[config.mk]
export PLATFORM = sky130hd
export DESIGN_NAME = text_line_ending_converter_flat
export DESIGN_NICKNAME = d
export VERILOG_FILES = /design/src/design/tle_pkg.sv /design/src/design/tle_in_if.sv /design/src/design/tle_out_if.sv /design/src/design/text_line_ending_converter.sv /design/src/design/tle_front.sv /design/src/design/tle_queue.sv /design/src/design/tle_back.sv /design/src/flat_wrapper.sv
export SDC_FILE = /design/constraint.sdc
export NUM_CORES = 1
export LEC_CHECK = 0
export ABC_AREA = 0
export ABC_CLOCK_PERIOD_IN_PS = 4500
export BUFFER_PORTS_ARGS = -buffer_cell sky130_fd_sc_hd__buf_4
export CAP_MARGIN = 20
export CORE_MARGIN = 3
export CORE_UTILIZATION = 56
export DETAILED_ROUTE_END_ITERATION = 6
export PLACE_DENSITY = 0.84
export SLEW_MARGIN = 20
export SYNTH_ARGS = -nofsm -noshare
export SYNTH_HDL_FRONTEND = slang
export SYNTH_SLANG_ARGS = --single-unit
[constraint.sdc]
create_clock -name clk -period 4.5 [get_ports clk]
set_input_delay 0.45 -clock clk [delete_from_list [all_inputs] [get_ports clk]]
set_output_delay 0.45 -clock clk [all_outputs]
set_load 0.01 [all_outputs]
[src/design/tle_pkg.sv]
// Package with shared constants and types for the line ending converter.
`timescale 1ns / 1ps

package tle_pkg;

    // Character codes used by the conversion rules.
    localparam logic [7:0] ChUnder = 8'h5F;
    localparam logic [7:0] ChLf    = 8'h0A;
    localparam logic [7:0] ChCr    = 8'h0D;
    localparam logic [7:0] ChNul   = 8'h00;
    localparam logic [7:0] ChCtrlZ = 8'h1A;

    // One input byte yields at most this many output bytes.
    localparam int MaxRes = 3;

    // Queue between the classifier and the serializer.
    localparam int QDepth = 4;
    localparam int QPtrW  = $clog2(QDepth);
    localparam int QCntW  = $clog2(QDepth + 1);

    // Configuration register map.
    localparam int ApbAddrW = 3;
    localparam logic RegDirection    = 1'b0;
    localparam logic RegTransferMode = 1'b1;

    typedef enum logic [1:0] {
        PEND_NONE,
        PEND_UNDER,
        PEND_CR,
        PEND_LF
    } pend_t;

    typedef enum logic {
        DIR_UNIX_TO_DISK,
        DIR_DISK_TO_UNIX
    } dir_t;

    typedef enum logic {
        MODE_ASCII,
        MODE_BINARY
    } mode_t;

    // A group of output bytes produced by one input transaction.
    typedef struct packed {
        logic [MaxRes-1:0][7:0] data;
        logic [1:0]             cnt;
    } run_t;

    // Settings and the clear strobe handed to the classifier.
    typedef struct packed {
        dir_t  direction;
        mode_t transfer_mode;
        logic  clear;
    } cfg_t;

endpackage

[src/design/tle_in_if.sv]
// Input channel interface: source bytes with an end marker.
`timescale 1ns / 1ps

interface tle_in_if;
    logic       valid;
    logic       ready;
    logic [7:0] in_byte;
    logic       end_of_input;

    modport source (output valid, output in_byte, output end_of_input, input ready);
    modport sink (input valid, input in_byte, input end_of_input, output ready);
endinterface

[src/design/tle_out_if.sv]
// Output channel interface: converted bytes with a run marker.
`timescale 1ns / 1ps

interface tle_out_if;
    logic       valid;
    logic       ready;
    logic [7:0] out_byte;
    logic       last_of_run;

    modport source (output valid, output out_byte, output last_of_run, input ready);
    modport sink (input valid, input out_byte, input last_of_run, output ready);
endinterface

[src/design/text_line_ending_converter.sv]
// Top level of the line ending converter: register port, classifier, queue and serializer.
//
//   channel  direction  payload                       handshake
//   in_ch    sink       in_byte[8], end_of_input[1]   valid / ready
//   out_ch   source     out_byte[8], last_of_run[1]   valid / ready
//   apb      slave      direction@0x0, mode@0x4       psel / penable, pready tied high
//
// An input transaction is taken whenever the four-entry run queue has room.
// Each transaction yields zero to three output bytes; the serializer sends one byte per
// cycle while out_ch.ready is high, and new input is taken while earlier runs still drain.
// Reset clears the held character, the end flag, the queue and the serializer.
// A stalled output fills the queue and then drops in_ch.ready; nothing is lost.
`timescale 1ns / 1ps

module text_line_ending_converter
    import tle_pkg::*;
(
    input  logic                clk,
    input  logic                rst_n,
    tle_in_if.sink              in_ch,
    tle_out_if.source           out_ch,
    input  logic                psel,
    input  logic                penable,
    input  logic                pwrite,
    input  logic [ApbAddrW-1:0] paddr,
    input  logic [31:0]         pwdata,
    output logic [31:0]         prdata,
    output logic                pready
);

    dir_t  dir_reg;
    mode_t mode_reg;
    logic  cfg_wr;
    logic  reg_sel;
    cfg_t  cfg;
    run_t  run;
    logic  run_valid;
    logic  q_full;
    logic  q_empty;
    logic  pop;
    run_t  head;

    assign pready  = 1'b1;
    assign reg_sel = paddr[2];
    assign cfg_wr  = psel && penable && pwrite;

    always_ff @(posedge clk or negedge rst_n)
    begin
        if (!rst_n)
        begin
            dir_reg  <= DIR_UNIX_TO_DISK;
            mode_reg <= MODE_ASCII;
        end
        else if (cfg_wr)
        begin
            case (reg_sel)
                RegDirection:    dir_reg  <= dir_t'(pwdata[0]);
                RegTransferMode: mode_reg <= mode_t'(pwdata[0]);
                default:         dir_reg  <= dir_reg;
            endcase
        end
    end

    always_comb
    begin
        case (reg_sel)
            RegDirection:    prdata = {31'd0, dir_reg};
            RegTransferMode: prdata = {31'd0, mode_reg};
            default:         prdata = '0;
        endcase
    end

    // Any register write discards a held character and the end-of-text flag.
    assign cfg.direction     = dir_reg;
    assign cfg.transfer_mode = mode_reg;
    assign cfg.clear         = cfg_wr;

    tle_front u_front (
        .clk       (clk),
        .rst_n     (rst_n),
        .in_ch     (in_ch),
        .cfg       (cfg),
        .run       (run),
        .run_valid (run_valid),
        .run_ready (!q_full)
    );

    tle_queue u_queue (
        .clk      (clk),
        .rst_n    (rst_n),
        .push     (run_valid),
        .push_run (run),
        .full     (q_full),
        .pop      (pop),
        .head     (head),
        .empty    (q_empty)
    );

    tle_back u_back (
        .clk     (clk),
        .rst_n   (rst_n),
        .head    (head),
        .q_empty (q_empty),
        .pop     (pop),
        .out_ch  (out_ch)
    );

endmodule

[src/design/tle_front.sv]
// Classifier: accepts source bytes, tracks the held character and builds output runs.
`timescale 1ns / 1ps

module tle_front
    import tle_pkg::*;
(
    input  logic     clk,
    input  logic     rst_n,
    tle_in_if.sink   in_ch,
    input  cfg_t     cfg,
    output run_t     run,
    output logic     run_valid,
    input  logic     run_ready
);

    pend_t pend_reg, pend_next;
    logic  fin_reg, fin_next;
    logic  fire;
    run_t  run_calc;

    function automatic run_t push_byte(run_t r, logic [7:0] b);
        run_t t;
        t = r;
        t.data[t.cnt] = b;
        t.cnt = t.cnt + 2'd1;
        return t;
    endfunction

    assign in_ch.ready = run_ready;
    assign fire        = in_ch.valid && in_ch.ready;

    always_comb
    begin
        logic [7:0] c;
        c         = in_ch.in_byte;
        run_calc  = '0;
        pend_next = pend_reg;
        fin_next  = fin_reg;
        if (cfg.transfer_mode == MODE_BINARY)
        begin
            pend_next = PEND_NONE;
            fin_next  = 1'b0;
            if (!in_ch.end_of_input)
            begin
                run_calc = push_byte(run_calc, c);
            end
        end
        else if (cfg.direction == DIR_UNIX_TO_DISK)
        begin
            fin_next  = 1'b0;
            pend_next = PEND_NONE;
            if (in_ch.end_of_input)
            begin
                if (pend_reg == PEND_UNDER)
                begin
                    run_calc = push_byte(run_calc, ChUnder);
                end
                run_calc = push_byte(run_calc, ChCtrlZ);
            end
            else if (pend_reg == PEND_UNDER && c == ChLf)
            begin
                run_calc = push_byte(run_calc, ChLf);
                run_calc = push_byte(run_calc, ChCr);
                run_calc = push_byte(run_calc, ChNul);
            end
            else
            begin
                // A held underscore not followed by LF goes out as is.
                if (pend_reg == PEND_UNDER)
                begin
                    run_calc = push_byte(run_calc, ChUnder);
                end
                if (c == ChUnder)
                begin
                    pend_next = PEND_UNDER;
                end
                else if (c == ChLf)
                begin
                    run_calc = push_byte(run_calc, ChCr);
                    run_calc = push_byte(run_calc, ChLf);
                end
                else
                begin
                    run_calc = push_byte(run_calc, c);
                end
            end
        end
        else
        begin
            if (in_ch.end_of_input)
            begin
                if (pend_reg == PEND_CR)
                begin
                    run_calc = push_byte(run_calc, ChCr);
                end
                else if (pend_reg == PEND_LF)
                begin
                    run_calc = push_byte(run_calc, ChLf);
                end
                pend_next = PEND_NONE;
                fin_next  = 1'b0;
            end
            else if (!fin_reg)
            begin
                pend_next = PEND_NONE;
                case (pend_reg)
                    PEND_CR:
                    begin
                        if (c == ChLf)
                        begin
                            run_calc = push_byte(run_calc, ChLf);
                        end
                        else
                        begin
                            run_calc = push_byte(run_calc, ChCr);
                            run_calc = push_byte(run_calc, c);
                        end
                    end
                    PEND_LF:
                    begin
                        if (c == ChCr)
                        begin
                            run_calc = push_byte(run_calc, ChUnder);
                            run_calc = push_byte(run_calc, ChLf);
                        end
                        else
                        begin
                            run_calc = push_byte(run_calc, ChLf);
                            run_calc = push_byte(run_calc, c);
                        end
                    end
                    default:
                    begin
                        if (c == ChCtrlZ)
                        begin
                            fin_next = 1'b1;
                        end
                        else if (c == ChCr)
                        begin
                            pend_next = PEND_CR;
                        end
                        else if (c == ChLf)
                        begin
                            pend_next = PEND_LF;
                        end
                        else if (c != ChNul)
                        begin
                            run_calc = push_byte(run_calc, c);
                        end
                    end
                endcase
            end
        end
    end

    assign run       = run_calc;
    assign run_valid = fire && (run_calc.cnt != 2'd0);

    always_ff @(posedge clk or negedge rst_n)
    begin
        if (!rst_n)
        begin
            pend_reg <= PEND_NONE;
            fin_reg  <= 1'b0;
        end
        else if (cfg.clear)
        begin
            pend_reg <= PEND_NONE;
            fin_reg  <= 1'b0;
        end
        else if (fire)
        begin
            pend_reg <= pend_next;
            fin_reg  <= fin_next;
        end
    end

endmodule

[src/design/tle_queue.sv]
// Small queue of output runs between the classifier and the serializer.
`timescale 1ns / 1ps

module tle_queue
    import tle_pkg::*;
(
    input  logic clk,
    input  logic rst_n,
    input  logic push,
    input  run_t push_run,
    output logic full,
    input  logic pop,
    output run_t head,
    output logic empty
);

    run_t             mem_reg [QDepth];
    logic [QPtrW-1:0] wr_ptr_reg, wr_ptr_next;
    logic [QPtrW-1:0] rd_ptr_reg, rd_ptr_next;
    logic [QCntW-1:0] count_reg, count_next;

    assign full  = (count_reg == QCntW'(QDepth));
    assign empty = (count_reg == '0);
    assign head  = mem_reg[rd_ptr_reg];

    always_comb
    begin
        wr_ptr_next = wr_ptr_reg;
        rd_ptr_next = rd_ptr_reg;
        count_next  = count_reg;
        if (push)
        begin
            wr_ptr_next = wr_ptr_reg + QPtrW'(1);
        end
        if (pop)
        begin
            rd_ptr_next = rd_ptr_reg + QPtrW'(1);
        end
        if (push && !pop)
        begin
            count_next = count_reg + QCntW'(1);
        end
        else if (pop && !push)
        begin
            count_next = count_reg - QCntW'(1);
        end
    end

    always_ff @(posedge clk or negedge rst_n)
    begin
        if (!rst_n)
        begin
            wr_ptr_reg <= '0;
            rd_ptr_reg <= '0;
            count_reg  <= '0;
        end
        else
        begin
            wr_ptr_reg <= wr_ptr_next;
            rd_ptr_reg <= rd_ptr_next;
            count_reg  <= count_next;
        end
    end

    always_ff @(posedge clk)
    begin
        if (push)
        begin
            mem_reg[wr_ptr_reg] <= push_run;
        end
    end

`ifndef ASSERT_OFF
    a_no_overflow: assert property (@(posedge clk) disable iff (!rst_n)
        push |-> !full)
        else $error("run pushed into a full queue");

    a_no_underflow: assert property (@(posedge clk) disable iff (!rst_n)
        pop |-> !empty)
        else $error("run popped from an empty queue");

    a_count_up: assert property (@(posedge clk) disable iff (!rst_n)
        (push && !pop) |=> count_reg == $past(count_reg) + QCntW'(1))
        else $error("queue count did not follow a push");

    a_no_empty_run: assert property (@(posedge clk) disable iff (!rst_n)
        push |-> push_run.cnt != 2'd0)
        else $error("empty run entered the queue");
`endif

endmodule

[src/design/tle_back.sv]
// Serializer: sends the bytes of each queued run one per cycle while the output is ready.
`timescale 1ns / 1ps

module tle_back
    import tle_pkg::*;
(
    input  logic      clk,
    input  logic      rst_n,
    input  run_t      head,
    input  logic      q_empty,
    output logic      pop,
    tle_out_if.source out_ch
);

    logic       busy_reg, busy_next;
    run_t       cur_reg, cur_next;
    logic [1:0] idx_reg, idx_next;
    logic       fire;
    logic       last;

    assign last = (idx_reg == cur_reg.cnt - 2'd1);
    assign fire = out_ch.valid && out_ch.ready;

    // The next run loads in the same cycle the last byte of the current one leaves.
    assign pop = !q_empty && (!busy_reg || (fire && last));

    always_comb
    begin
        busy_next = busy_reg;
        cur_next  = cur_reg;
        idx_next  = idx_reg;
        if (pop)
        begin
            busy_next = 1'b1;
            cur_next  = head;
            idx_next  = 2'd0;
        end
        else if (fire)
        begin
            if (last)
            begin
                busy_next = 1'b0;
            end
            else
            begin
                idx_next = idx_reg + 2'd1;
            end
        end
    end

    assign out_ch.valid       = busy_reg;
    assign out_ch.out_byte    = cur_reg.data[idx_reg];
    assign out_ch.last_of_run = last;

    always_ff @(posedge clk or negedge rst_n)
    begin
        if (!rst_n)
        begin
            busy_reg <= 1'b0;
            idx_reg  <= 2'd0;
        end
        else
        begin
            busy_reg <= busy_next;
            idx_reg  <= idx_next;
        end
    end

    always_ff @(posedge clk)
    begin
        cur_reg <= cur_next;
    end

endmodule

[src/flat_wrapper.sv]
// flat-port wrapper written by rule: the top's interface ports become plain ports
module text_line_ending_converter_flat import tle_pkg::*;
  (clk, rst_n, psel, penable, pwrite, paddr, pwdata, prdata, pready, in_ch_valid, in_ch_in_byte, in_ch_end_of_input, in_ch_ready, out_ch_valid, out_ch_out_byte, out_ch_last_of_run, out_ch_ready);
  tle_in_if in_ch_i ();
  tle_out_if out_ch_i ();
  input  logic clk;
  input  logic rst_n;
  input  logic psel;
  input  logic penable;
  input  logic pwrite;
  input  logic [ApbAddrW-1:0] paddr;
  input  logic [31:0] pwdata;
  output logic [31:0] prdata;
  output logic pready;
  input wire logic [$bits(in_ch_i.valid)-1:0] in_ch_valid;
  input wire logic [$bits(in_ch_i.in_byte)-1:0] in_ch_in_byte;
  input wire logic [$bits(in_ch_i.end_of_input)-1:0] in_ch_end_of_input;
  output wire logic [$bits(in_ch_i.ready)-1:0] in_ch_ready;
  output wire logic [$bits(out_ch_i.valid)-1:0] out_ch_valid;
  output wire logic [$bits(out_ch_i.out_byte)-1:0] out_ch_out_byte;
  output wire logic [$bits(out_ch_i.last_of_run)-1:0] out_ch_last_of_run;
  input wire logic [$bits(out_ch_i.ready)-1:0] out_ch_ready;
  assign in_ch_i.valid = in_ch_valid;
  assign in_ch_i.in_byte = in_ch_in_byte;
  assign in_ch_i.end_of_input = in_ch_end_of_input;
  assign in_ch_ready = in_ch_i.ready;
  assign out_ch_valid = out_ch_i.valid;
  assign out_ch_out_byte = out_ch_i.out_byte;
  assign out_ch_last_of_run = out_ch_i.last_of_run;
  assign out_ch_i.ready = out_ch_ready;
  text_line_ending_converter u_core (.clk(clk), .rst_n(rst_n), .in_ch(in_ch_i), .out_ch(out_ch_i), .psel(psel), .penable(penable), .pwrite(pwrite), .paddr(paddr), .pwdata(pwdata), .prdata(prdata), .pready(pready));
endmodule
### Yosys cells after proc, flatten, opt, wreduce, memory -nomap -nowiden

Memories as Yosys holds them, arrays and structs flattened. A register that Yosys moved wholly into a read port is not among the register bits.
Cells that the tools add are included.

* memories kept: 1
* RAM bits: 104
* logic and storage cells: 146
* input port bits: 51
* flip-flop bits (word level): 15
* output and inout port bits: 44

Memories
* u_core.u_queue.mem_reg: depth 4, bits a word 26, rd ports 1, clocked after Yosys merged registers in 1, wr ports 1, line tle_queue.sv:17 `run_t mem_reg [QDepth];`

* magnitude comparators: 7
* bitwise logic cells: 10
* mux-type cells: 67
* reductions and logical operators: 32
* eq/ne operators: 11
* add/subtract/negate cells: 9

Operators by type and width (count)
* 26-bit 2-to-1 mux: 15
* 32-bit case mux with 2 select lines: 1
* 26-bit case mux with 2 select lines: 1
* 10-bit 2-to-1 mux: 5
* 8-bit demux with 2-bit select: 3
* 18-bit 2-to-1 mux: 2
* 8-bit 2-to-1 mux: 4
* 15-bit AND: 2
* 15-bit inverter: 2
* 2-bit 2-to-1 mux: 13
* 24-bit bitwise mux: 1
* 18-bit AND: 1
* 18-bit inverter: 1
* 9-bit OR: 2
* 8-bit binary-select mux with 2-bit select: 1
* 8-bit by 4-bit == test with 1-bit output, second input constant: 2
* 1-bit 2-to-1 mux: 16
* 1-bit logical AND: 13
* 2-bit by 1-bit adder with 2-bit output, second input constant: 6
* 2-bit by 3-bit less-than comparator with 1-bit output, second input constant: 4
* 6-bit 2-to-1 mux: 2
* 2-bit AND reduction: 5
* 2-bit nonzero test: 5
* 9-bit 2-to-1 mux: 1
* 20 further kinds: 28

### Logic depth before layout (Yosys ltp)

* word-level depth: 25
* gate-level depth with buffers: 16
* depth with buffers taken out: 14

### By module

From an unflattened synthesis, not the netlist that was laid out.

* cells, all modules: 479
* area, all modules: 6972.9 µm²

By module, submodules not included
* tle_queue: area an instance 4195.3 µm², instances 1, cells each 170, seq. area each 3298.2 µm²
* tle_front: area an instance 1231.2 µm², instances 1, cells each 184, seq. area each 75.1 µm²
* tle_back: area an instance 1189.9 µm², instances 1, cells each 82, seq. area each 855.8 µm²
* text_line_ending_converter: area an instance 356.6 µm², instances 1, cells each 43, seq. area each 50.0 µm²

### Worst setup path after synthesis

Ideal clock, no wire load.

* path type: register to register
* from: register u_core.u_back.idx_reg[1]
* to: register u_core.u_queue.count_reg[1]
* path buffers: 0
* data required time: 4.375 ns
* period minus slack after synthesis: 3.516 ns
* library setup time: 0.125 ns
* stages on the path, launching flop included: 10
* arrival time: 3.391 ns
* path slack: 0.984 ns
* cell sequence: dfrtp_1 -> xor2_1 -> mux2i_1 -> nand2_1 -> a21oi_1 -> inv_1 -> ha_1 -> inv_1 -> fa_1 -> mux2_2

* cells in the longest elaborated chain, start to end: 7
* elaborated cells on any way between the ends: 9
* those cells by class: 1 x eq/ne; 1 x mux; 7 x reduce/logical

Ends and longest elaborated chain
* start, declared: line tle_back.sv:17 `logic [1:0] idx_reg, idx_next;`
* start signal, assigned: line tle_back.sv:65 `idx_reg <= idx_next;`
* 2-bit == test: line tle_back.sv:21 `assign last = (idx_reg == cur_reg.cnt - 2'd1);`
* via out_ch_last_of_run: line flat_wrapper.sv:21 `output wire logic [$bits(out_ch_i.last_of_run)-1:0] out_ch_last_of_run;`
* 1-bit logical AND: line tle_back.sv:25 `assign pop = !q_empty && (!busy_reg || (fire && last));`
* 1-bit logical OR: line tle_back.sv:25
* 1-bit logical AND: line tle_back.sv:25
* via u_core.pop: line text_line_ending_converter.sv:40 `logic pop;`
* 1-bit logical NOT: line tle_queue.sv:39 `if (push && !pop)`
* 1-bit logical AND: line tle_queue.sv:39
* 3-bit 2-to-1 mux: line tle_queue.sv:39
* via u_core.u_queue.count_next[1]: line tle_queue.sv:20 `logic [QCntW-1:0] count_reg, count_next;`
* end signal, assigned: line tle_queue.sv:61 `count_reg <= count_next;`
* end, declared: line tle_queue.sv:20

The timed path passes the listed nets, and every way through them passes these cells.
A chain may end at the register's enable or synchronous reset.

### Final worst setup path

* from: register u_core.u_front.pend_reg[1]
* to: register u_core.u_queue.count_reg[2]

* cells in the longest elaborated chain, start to end: 19
* elaborated cells on any way between the ends: 33
* those cells by class: 3 x add/sub; 3 x eq/ne; 20 x mux; 7 x reduce/logical

Ends and longest elaborated chain
* start, declared: line tle_front.sv:16 `pend_t pend_reg, pend_next;`
* start signal, assigned: line tle_front.sv:173 `pend_reg <= pend_next;`
* 2-bit by 1-bit == test with 1-bit output: line tle_front.sv:54, tle_front.sv:60, tle_front.sv:69
* 9-bit 2-to-1 mux: line tle_front.sv:54, tle_front.sv:69
* 26-bit 2-to-1 mux: line tle_front.sv:60 `else if (pend_reg == PEND_UNDER && c == ChLf)`
* 26-bit 2-to-1 mux: line tle_front.sv:52 `if (in_ch.end_of_input)`
* 26-bit 2-to-1 mux: line tle_front.sv:48 `else if (cfg.direction == DIR_UNIX_TO_DISK)`
* 26-bit 2-to-1 mux: line tle_front.sv:39 `if (cfg.transfer_mode == MODE_BINARY)`
* 2-bit by 1-bit adder with 2-bit output (2 in a row): line tle_front.sv:25 `t.cnt = t.cnt + 2'd1;`
* 26-bit 2-to-1 mux: line tle_front.sv:77 `else if (c == ChLf)`
* [3 not listed]
* 26-bit 2-to-1 mux (*): line tle_front.sv:48
* 26-bit 2-to-1 mux (*): line tle_front.sv:39
* 2-bit nonzero test (*): line tle_front.sv:157 `assign run_valid = fire && (run_calc.cnt != 2'd0);`
* 1-bit logical AND (*): line tle_front.sv:157
* via u_core.run_valid: line text_line_ending_converter.sv:37 `logic run_valid;`
* 1-bit logical NOT: line tle_queue.sv:43 `else if (pop && !push)`
* 1-bit logical AND: line tle_queue.sv:43
* 2-bit nonzero test (no line)

Mark *: on every way through the listed nets, which the timed path passes. The rest lies on a longest branch. The select of a mux whose other input is x is not followed.

==> impl_metrics.yaml <==
timing:
  min_period_over_period_pct: 69.7
  tightest_slew_ns: 0.940
  skew_ns: 0.0138
  rsz0062_at_grt: "no"
  timing.hold.ws_ns: 0.334
  fin_ws_ns: 1.36
  post-route-min-period_ns: 3.14
  final.setup.tns_ns: 0
  max_slew_margin_pct: 37.3
  finalHoldViolCount: 0
  fmax_mhz: 319
  slew_viol_final: 0
  setup_viol: 0
route:
  routed_via_density: 5.65
  vias: 3253
  initialDrtViolationCount: 232
  routed_wl_mm: 10.1
  drcViolationCount: 0
  drtAntennaViolNets: 0
  wl_per_cell_um: 17.5
  drt_pre_antenna_iters: 5
clocking:
  cts_setup_buffers: 0
  clockBufferDepth: 2
  cts_tree: "done"
  worst_skew_pair.late_latency_ns: 0.35
  post_cts_resized: 0
  cts_buffers: 9
  ctsHoldBuffers: 1
  root_buffer: "clkbuf_8"
  clk_pin_slew_worst_paths_ns: 0.10
  htreeDepth: 3
  cts_sinks: 110
floorplan:
  die_h_um: 105
  die_x_um: 105
  die-area_um2: 10900
  rows: 35
  io_pins: 95
  start_util_pct: 58.4
  fp.coreArea_um2: 9330
yosys:
  synth_top_cell_area_share_pct: 52.4
  synth_top_cells_by_area: "edfxtp_1 (52%), mux4_2 (7.9%), dfrtp_1 (6.9%)"
  synth-edff-count: 95
  syn_avg_cell_area_um2: 13.2
  yosysUniqueCellTypes: 61
  syn_inst: 413
  synth_common_cells: "edfxtp_1 (95), buf_4 (32), nand2_1 (32)"
  synth_ff_type: "edfxtp_1"
  async_flop_share_pct: 13.6
  synth_area_um2: 5440
  ys_seq_area_share_pct: 59.3
  synth_top_area_cell: "edfxtp_1"
  synth_warnings: 0
  ys_ff_latch: 110
  synth_most_common_cell: "edfxtp_1"
outcome:
  outcome: "finished clean"
setup_path:
  cp_top_family: "adder cells"
  max_stage_delay_ns: 0.65
  crit_required_ns: 4.78
  cp_slowest_cell: "dfrtp_1"
  cp_num_buf_inv: 3
  endpoint_kind: "flop"
  critPathMaxFanout: 16
  cp.arrival_ns: 3.41
  crit_chain: "nor2b_1 > inv_1 > ha_1 > mux2i_1 > o311ai_2 > a31o_4 > inv_1 > ha_1 > inv_1 > fa_1 > xor2_1 > nor2_1 > xor2_1"
  critPathKind: "flop to flop"
  path_common_cell: "inv_1"
  cp-start-kind: "flop"
place:
  dp_hpwl_mm: 7.16
  gp_congestion: 0.888
  io_buffers: 29
  placed_cells: 559
  dpl_worst_slack_ns: 0.997
  placed_cell_area_um2: 5690
final_layout:
  instances_no_fill: 576
  layout-drive-gt1-share_pct: 19.7
  largest_reg_flops: 76
  area_delta_synth_final_pct: 8.69
  design_area_um2: 5920
  nets: 500
  finalCoreUtilization_pct: 63.4
  antenna_cells: 0
global_routing:
  track_usage_pct: 19.4
  grt_pass1_wl_mm: 16.6
  antenna_found_initial: 0
  overflow: 0
  grt_pass1_vias: 3206
  grt_max_degree: 31
power:
  total_power_mw: 3.15
  p_int_mw: 2.19
  pwr-share-clk_pct: 20.0
  netSwitchingFraction_pct: 30.5
  p_seq_share_pct: 50.2
  ir_worst_vdd_uv: 239
  combPwrFrac_pct: 29.8
  switching_power_mw: 0.961
  p_leak_nw: 2.15
  power_density_nw_per_um2: 532
hold_path:
  min_path_type: "input port to flop"
job:
  cap_violations: 0
## power groups by stage
stage               Sequential, mW  Combinational [mW]  Clock (mW)
CTS                           1.58               0.955       0.642
global placement              1.58               0.908           0
detailed placement            1.61               0.951           0
finish                        1.58               0.937       0.629
floorplan                     1.49               0.759           0
global route                  1.61                1.04       0.681
## final cells by class
cell class              instances  area [um^2]
fillers                       701         3410
well taps                     129          161
repair buffers                 38          288
clock buffers                  10          128
flip-flops and latches        110         3230
inverters                      13         51.3
multi-input cells             270         1970
clock inverters                 6         92.6
## final timing paths
| path | startpoint | endpoint | slack [ns] | depth (start not counted) |
|---|---|---|---|---|
| setup reg to reg | u_core.u_front.pend_reg[1] | u_core.u_queue.count_reg[2] | 1.36 | 13 |
| hold reg to reg | u_core.u_queue.count_reg[2] | u_core.u_queue.count_reg[2] | 0.53 | 1 |
| hold / removal | pwdata[0] | u_core.mode_reg | 0.33 | 2 |
| max in group asynchronous | rst_n | u_core.u_back.idx_reg[1] | 3.84 | 2 |
| setup / recovery | u_core.u_front.pend_reg[1] | u_core.u_queue.count_reg[2] | 1.36 | 13 |
| min in group asynchronous | rst_n | u_core.u_queue.wr_ptr_reg[0] | 0.48 | 2 |
## worst register-to-register path: cells and delay by family, from the launching register on
kind,cells,cell delay (ns)
and+or+nand+nor,2,0.22
xor gates and xnor gates,2,0.32
muxes,1,0.16
adders and majority gates,3,0.85
AOI/OAI and AO/OA,2,0.41
DFF,1,0.65
buffers and inverters,3,0.47
## cell usage in the layout, fill, tap and decap left out, types with 2 or more instances in the layout
cell / Yosys / layout
edfxtp_1: 95 / 95
buf_4: 32 / 37
conb_1: 2 / 36
nand2_1: 32 / 32
nor2_1: 29 / 29
a21oi_1: 22 / 21
o21ai_0: 21 / 21
mux4_2: 19 / 19
dfrtp_1: 15 / 15
inv_1: 12 / 12
mux2i_1: 11 / 11
clkbuf_8: 0 / 9
nor2b_1: 8 / 8
a31oi_1: 6 / 6
ha_1: 6 / 6
or3_1: 5 / 5
nor3_1: 5 / 5
and2_1: 5 / 5
nand2b_1: 5 / 5
nand3_1: 4 / 4
o31ai_1: 4 / 4
xor2_1: 4 / 4
a221oi_1: 3 / 3
xnor2_1: 3 / 3
nor4b_1: 2 / 2
a211oi_1: 2 / 2
or2_2: 2 / 2
nand3b_1: 2 / 2
o21a_1: 2 / 2
o22ai_1: 2 / 2
and3_1: 2 / 2
mux2_2: 2 / 2
bufinv_16: 0 / 2
## cell families after synthesis
family / synth area share, %
AOI/OAI and AO/OA: 9.26
xor gates and xnor gates: 1.13
and+or+nand+nor: 10.9
buffers and inverters: 6.96
other: 0.138
muxes: 10.6
adders and majority gates: 1.75
DFF: 59.3
## routing by layer
metal | up-vias | GRT usage (%) | routed length, um
met5 | - | 0 | 0
met4 | 0 | 6.56 | 138
met3 | 11 | 2.78 | 640
met2 | 137 | 33.2 | 5090
met1 | 1585 | 25.8 | 4230
li1 | 1520 | - | -
(Power assumes the default switching activity.)
